[src/hdl/tps_pkg.sv]
// Shared constants, state encoding and helper functions of the TPS point evaluator.
// No dependencies; imported by tps_isqrt, tps_point_evaluation and the testbench.
`timescale 1ns / 1ps
`default_nettype none
package tps_pkg;

    localparam int MaxPoints = 64;
    localparam int IdxW      = $clog2(MaxPoints);
    localparam int CntW      = $clog2(MaxPoints + 1);
    localparam int ValW      = 32;

    localparam logic [62:0] Cap63 = '1;

    localparam logic [1:0] MODE_POINT  = 2'd0;
    localparam logic [1:0] MODE_WEIGHT = 2'd1;
    localparam logic [1:0] MODE_AFFINE = 2'd2;
    localparam logic [1:0] MODE_QUERY  = 2'd3;

    typedef enum logic [8:0] {
        S_IDLE = 9'b000000001,
        S_AFF  = 9'b000000010,
        S_RD   = 9'b000000100,
        S_SQ   = 9'b000001000,
        S_SQRT = 9'b000010000,
        S_DSQ  = 9'b000100000,
        S_SD   = 9'b001000000,
        S_WT   = 9'b010000000,
        S_OUT  = 9'b100000000
    } state_t;

    function automatic logic [30:0] diff_mag(logic [31:0] a, logic [31:0] b);
        logic [32:0] d;
        logic [32:0] m;
        d = {a[31], a} - {b[31], b};
        m = d[32] ? (~d + 33'd1) : d;
        return (m > 33'h07FFFFFFF) ? 31'h7FFFFFFF : m[30:0];
    endfunction

    function automatic logic [63:0] sat_add64(logic [63:0] a, logic [63:0] b);
        logic [64:0] s;
        s = {a[63], a} + {b[63], b};
        if (s[64] != s[63])
            return s[64] ? {1'b1, 63'd0} : {1'b0, Cap63};
        return s[63:0];
    endfunction

    function automatic logic [31:0] sat_out(logic signed [63:0] v);
        if (v > 64'sd2147483647)
            return 32'h7FFFFFFF;
        if (v < -64'sd2147483648)
            return 32'h80000000;
        return v[31:0];
    endfunction

endpackage
`default_nettype wire

[src/hdl/tps_isqrt.sv]
// Bit-serial integer square root, two radicand bits per cycle.
// Depends on tps_pkg.
`timescale 1ns / 1ps
`default_nettype none
module tps_isqrt
    import tps_pkg::*;
(
    input  wire logic        clk,
    input  wire logic        rst_n,
    input  wire logic        start,
    input  wire logic [63:0] radicand,
    output logic             done,
    output logic [31:0]      root
);

    logic        busy_reg;
    logic        done_reg;
    logic [4:0]  cnt_reg;
    logic [35:0] rem_reg;
    logic [31:0] root_reg;
    logic [63:0] rad_reg;
    logic [35:0] rem_sh;
    logic [35:0] test;

    assign rem_sh = {rem_reg[33:0], rad_reg[63:62]};
    assign test   = {2'b00, root_reg, 2'b01};

    always_ff @(posedge clk or negedge rst_n)
    begin
        if (!rst_n)
        begin
            busy_reg <= 1'b0;
            done_reg <= 1'b0;
            cnt_reg  <= '0;
            rem_reg  <= '0;
            root_reg <= '0;
            rad_reg  <= '0;
        end
        else
        begin
            done_reg <= busy_reg && (cnt_reg == 5'd0);
            if (start)
            begin
                busy_reg <= 1'b1;
                cnt_reg  <= 5'd31;
                rem_reg  <= '0;
                root_reg <= '0;
                rad_reg  <= radicand;
            end
            else if (busy_reg)
            begin
                if (rem_sh >= test)
                begin
                    rem_reg  <= rem_sh - test;
                    root_reg <= {root_reg[30:0], 1'b1};
                end
                else
                begin
                    rem_reg  <= rem_sh;
                    root_reg <= {root_reg[30:0], 1'b0};
                end
                rad_reg <= {rad_reg[61:0], 2'b00};
                cnt_reg <= cnt_reg - 5'd1;
                if (cnt_reg == 5'd0)
                    busy_reg <= 1'b0;
            end
        end
    end

    assign done = done_reg;
    assign root = root_reg;

endmodule
`default_nettype wire

[config.mk]
export PLATFORM = sky130hd
export DESIGN_NAME = tps_isqrt
export DESIGN_NICKNAME = d
export VERILOG_FILES = /design/src/hdl/tps_pkg.sv /design/src/hdl/tps_isqrt.sv
export SDC_FILE = /design/constraint.sdc
export NUM_CORES = 1
export LEC_CHECK = 0
export BUFFER_PORTS_ARGS = -buffer_cell sky130_fd_sc_hd__buf_4
export CORE_ASPECT_RATIO = 0.9
export CORE_MARGIN = 2
export CORE_UTILIZATION = 48
export CTS_CLUSTER_SIZE = 30
export DETAILED_ROUTE_END_ITERATION = 6
export HOLD_SLACK_MARGIN = 0.15
export PLACE_DENSITY = 0.79
export SLEW_MARGIN = 20
export SYNTH_ARGS = -nofsm -noshare
export SYNTH_HDL_FRONTEND = slang
export SYNTH_SLANG_ARGS = --single-unit
[constraint.sdc]
create_clock -name clk -period 2.49 [get_ports clk]
set_input_delay 0.1245 -clock clk [delete_from_list [all_inputs] [get_ports clk]]
set_output_delay 0.1245 -clock clk [all_outputs]
set_load 0.05 [all_outputs]
After elaboration in Yosys (flattened, before gate mapping)
Cells that the tools add are included.
- input port bits: 67
- register bits after elaboration: 137
- output and inout bits: 33
- $add $sub $neg: 2
- reduce and logical (&&, ||, !) cells: 3
- muxes and demuxes: 13
- $lt $le $gt $ge: 1
- operators by type and width (cell ; count):
    2-to-1 mux 64 bit ; 2
    2-to-1 mux 34 bit ; 3
    2-to-1 mux 32 bit ; 2
    >= comparator 36 x 34 -> 1 bit ; 1
    subtractor 34 bit ; 1
    2-to-1 mux 5 bit ; 2
    logical NOT 5 bit ; 1
    subtractor 5 x 1 -> 5 bit, second input constant ; 1
    2-to-1 mux 1 bit ; 4
    nonzero test 2 bit ; 1
    logical AND 1 bit ; 1

Logic depth before layout (Yosys ltp)
- depth in word-level cells: 4
- depth in mapped cells: 13
- mapped depth without buffers: 11

Least setup slack after synthesis
OpenSTA, ideal clock, no wires.
- path kind: flip-flop to flip-flop
- start: reg root_reg[7], in the netlist root[7]
- end: reg rem_reg[32]
- path slack: -322 ps
- clock period less this slack: 2812 ps
- setup time: 135 ps
- arrival time: 2677 ps
- stages on the path, launching flop included: 12
- path buffers: 0
- data required time: 2355 ps
- path through: dfrtp_1 -> inv_1 -> ha_1 -> a21o_1 -> a21oi_1 -> o22a_1 -> o21ai_1 -> o31a_1 -> o21a_1 -> or3_1 -> a311oi_1 -> nor3_1
- longest elaborated chain between the ends: 4
- elaborated cells on any way between the ends: 5
- classes of those cells: 1 x add/sub; 1 x order compare; 3 x mux
- ends and longest elaborated chain (what ; line ; source):
    start: declaration ; tps_isqrt.sv:20 ; logic [31:0] root_reg;
    start signal: assignment ; tps_isqrt.sv:55 ; root_reg <= {root_reg[30:0], 1'b1};
    start signal: assignment ; tps_isqrt.sv:60 ; root_reg <= {root_reg[30:0], 1'b0};
    subtractor 34 bit or >= comparator 36 x 34 -> 1 bit (tied branches) ; tps_isqrt.sv:54, tps_isqrt.sv:52 ;
    2-to-1 mux 34 bit (*) ; tps_isqrt.sv:52 ; if (rem_sh >= test)
    2-to-1 mux 34 bit (*) ; tps_isqrt.sv:50 ; else if (busy_reg)
    2-to-1 mux 34 bit (*) ; tps_isqrt.sv:42 ; if (start)
    end signal: assignment ; tps_isqrt.sv:54 ; rem_reg <= rem_sh - test;
    end signal: assignment ; tps_isqrt.sv:59 ; rem_reg <= rem_sh;
    end: declaration ; tps_isqrt.sv:19 ; logic [35:0] rem_reg;
Every way passes the cells marked *; elsewhere a longest branch is shown, timed or not. The select of a mux whose other input is x is not followed.
A chain may end at the register's enable or synchronous reset.

Worst setup path after layout
- start: reg root_reg[19], in the netlist root[19]
- end: reg rem_reg[4]
- longest elaborated chain between the ends: 4
- ends and longest elaborated chain (what ; line):
    >= comparator 36 x 34 -> 1 bit ; tps_isqrt.sv:52
    2-to-1 mux 34 bit ; tps_isqrt.sv:52
    2-to-1 mux 34 bit ; tps_isqrt.sv:50
    2-to-1 mux 34 bit ; tps_isqrt.sv:42
No other way between the ends. The select of a mux whose other input is x is not followed.

==> results.py <==
metrics = {
    "synth": {
        "synth_top_area_share": 0.422,
        "synth_ff_type": "dfrtp_1",
        "synth-seq-cells": 137,
        "ys_types": 61,
        "syn_nets": 964,
        "ys_seq_area_frac": 0.422,
        "synth_top_area_cell": "dfrtp_1",
        "avgSynthCellArea_um2": 9.43,
        "synth.area.top_cells": "dfrtp_1, mux2i_1, ha_1",
        "async_flop_share": 1.00,
        "syn_area_mm2": 0.00812,
        "ys_warn_count": 0,
        "synth_edf_count": 0,
        "syn-instance-count": 861,
    },
    "route": {
        "drtPass1Iterations": 5,
        "wl_per_cell_um": 17.7,
        "vias_per_cell": 5.60,
        "drt.antenna.violating_nets": 0,
        "wl_mm": 23.4,
        "post-route-drc-count": 0,
        "num_vias": 7396,
        "drt_first_iter_violations": 574,
    },
    "global_route": {
        "grt_use_met3": 0.0592,
        "gr-max-usage-layer": "met2",
        "met2_usage": 0.433,
        "grt_pass1_wl_mm": 36.7,
        "grt_util_met1": 0.315,
        "grt_pass1_vias": 7501,
        "grt_usage": 0.256,
        "antenna_found_initial": 1,
        "grt-ovfl-total": 0,
        "grt_max_degree": 70,
    },
    "final_layout": {
        "n_fill_cell": 1114,
        "area_growth_pct": 43.1,
        "layout_common_cells": "buf_4, mux2i_1, dfrtp_1",
        "final_common_cell": "buf_4",
        "drive_gt1_frac": 0.331,
        "largest_reg_flops": 64,
        "nNetsFinal": 1199,
    },
    "floorplan": {
        "dieArea_mm2": 0.0180,
        "start_util": 0.485,
        "core_area_mm2": 0.0167,
        "ios": 100,
        "die_h_um": 127,
        "fp-row-count": 45,
        "die_x_um": 141,
    },
    "clock_network": {
        "clk_pin_slew_ns": 0.06,
        "cts_sinks": 137,
        "cts_inserted_buffers": 17,
        "clkLatencyLatePin_ns": 0.44,
        "cts_tree": "yes",
        "cts_buffer_depth": 2,
        "cts_max_level": 4,
        "cts_root_buf": "clkbuf_16",
    },
    "timing": {
        "clock_skew_ns": 0.00906,
        "fin_ws_ns": -0.0707,
        "fmaxAchievable_mhz": 391,
        "slew_violations": 0,
        "setup_viol": 20,
        "grt_setup_unrepaired": "true",
        "post-route-period-util": 1.03,
        "tightest_slew_ns": 0.505,
        "hold_violations": 0,
        "setup_tns_ns": -0.613,
        "relSlewSlack": 0.663,
        "timing.hold.ws_ns": 0.189,
        "min_period_ns": 2.56,
    },
    "worst_setup_path": {
        "required_ns": 2.84,
        "critPathArrivalTime_ns": 2.91,
        "crit_path_start_kind": "flop",
        "cp_max_fo": 8,
        "reg2reg_slack_ns": -0.07,
        "reg2reg_from": "root[19]$_DFFE_PN0P_",
        "crit_type": "reg2reg",
        "end_kind": "flop",
        "r2r_end": "rem_reg[4]$_DFFE_PN0P_",
        "reg2regPathDepth": 11,
    },
    "placement": {
        "finalWeightedCongestion": 0.899,
        "numPortBuffers": 99,
        "place_hpwl_mm": 13.6,
    },
    "power_and_ir_drop": {
        "power_density_mw_per_mm2": 1100,
        "p_leak_nw": 5.89,
        "peakVddDrop_mv": 0.743,
    },
    "flow_run": {
        "maxCapViolCount": 0,
    },
    "outcome": {
        "status": "finished, violations left",
        "violations": "setup timing",
    },
    "worst_hold_path": {
        "hold_class": "in2async",
    },
}
-- Yosys cell counts, drive strengths merged, types with 2 or more instances --
library cell	number
nor4	2
nand2	104
a21o	15
xnor2	24
nor2	78
a2111oi	3
nand2b	4
o21bai	3
a31o	2
inv	45
buf	17
clkbuf	33
o21ai	86
nand3	13
o32a	2
xor2	12
and3	5
nand4	4
mux2i	116
a311oi	2
a31oi	4
ha	36
or3	4
dfrtp	137
and4	3
o211ai	5
a21oi	46
o21a	3
a211oi	30
nor3	6
or2	2
-- layout make-up --
cell class / count / area [µm²] / area share
Clock inverter: 14 / 155 / 0.0134
Tap cell: 211 / 264 / 0.0227
Inverter: 45 / 169 / 0.0145
Antenna cell: 1 / 2.50 / 0.000215
Clock buffer: 18 / 439 / 0.0378
Sequential cell: 137 / 3470 / 0.298
Multi-Input combinational cell: 630 / 4820 / 0.415
Timing Repair Buffer: 265 / 2300 / 0.198
-- power breakdown --
| part | switching [W] | total, W | internal [W] |
|---|---|---|---|
| Sequential | 0.000288 | 0.00285 | 0.00256 |
| Clock | 0.00114 | 0.00258 | 0.00144 |
| Combinational | 0.00359 | 0.00737 | 0.00378 |
-- worst max-delay path by stage --
stage	slack [ns]	to	cells after the start	startpoint
after CTS	-0.04	rem_reg[31]$_DFFE_PN0P_	11	root[0]$_DFFE_PN0P_
after global placement	-0.05	rem_reg[33]$_DFFE_PN0P_	11	rem_reg[9]$_DFFE_PN0P_
final	-0.07	rem_reg[4]$_DFFE_PN0P_	11	root[19]$_DFFE_PN0P_
after detailed placement	-0.07	rem_reg[31]$_DFFE_PN0P_	10	rem_reg[0]$_DFFE_PN0P_
after floorplan	-0.01	rem_reg[32]$_DFFE_PN0P_	11	root[11]$_DFFE_PN0P_
after global routing	-0.19	rem_reg[32]$_DFFE_PN0P_	11	root[19]$_DFFE_PN0P_
-- logic make-up (layout without fill, tap and decap cells) --
kind of cell	count (synthesis)	count (layout)	synth area share
AND/OR/NAND/NOR	229	230	0.123
AO/OA/AOI/OAI	212	212	0.165
flip-flops	137	137	0.422
multiplexers	116	116	0.143
buffers and inverters	95	342	0.0527
adder cells (fa/ha/maj)	36	36	0.0555
XOR/XNOR	36	36	0.0388
other	0	1	0
-- critical path, stage by stage (launching register included) --
cell and delay (ns):
dfrtp_2 0.40, inv_1 0.10, ha_4 0.21, a21oi_2 0.15
o21ai_2 0.08, a311oi_2 0.27, nand2_1 0.14, a32oi_2 0.30
nand3_4 0.21, buf_12 0.20, mux2i_2 0.16, a211oi_2 0.22
-- per-stage QoR --
step / setup WS (ns) / cell area (µm²) / utilization / total power (W) / cells
after floorplan: -0.0117 / 8400 / - / 0.00714 / 861
after global placement: -0.0467 / 9730 / 0.582 / 0.00839 / 1195
after detailed placement: -0.0650 / 9730 / 0.582 / 0.00851 / 1195
after CTS: -0.0381 / 11200 / 0.669 / 0.0115 / 1306
after global routing: -0.195 / 11600 / 0.695 / 0.0135 / 1321
final: -0.0707 / 11600 / 0.695 / 0.0128 / 1321
-- routing by layer --
| layer | part of all wire | wire [µm] |
|---|---|---|
| met5 | 0 | 0 |
| met4 | 0.031 | 726 |
| met3 | 0.050 | 1180 |
| met2 | 0.51 | 11900 |
| met1 | 0.41 | 9660 |
-- what timing repair did --
action,CTS,global route
endpoints found under the setup margin,13,35
hold buffers,71,0
pin swaps,12,32
resized for setup,18,67
cloned,0,5
endpoints found under the hold margin,205,0
buffers inserted,9,9
(Power assumes the default switching activity.)
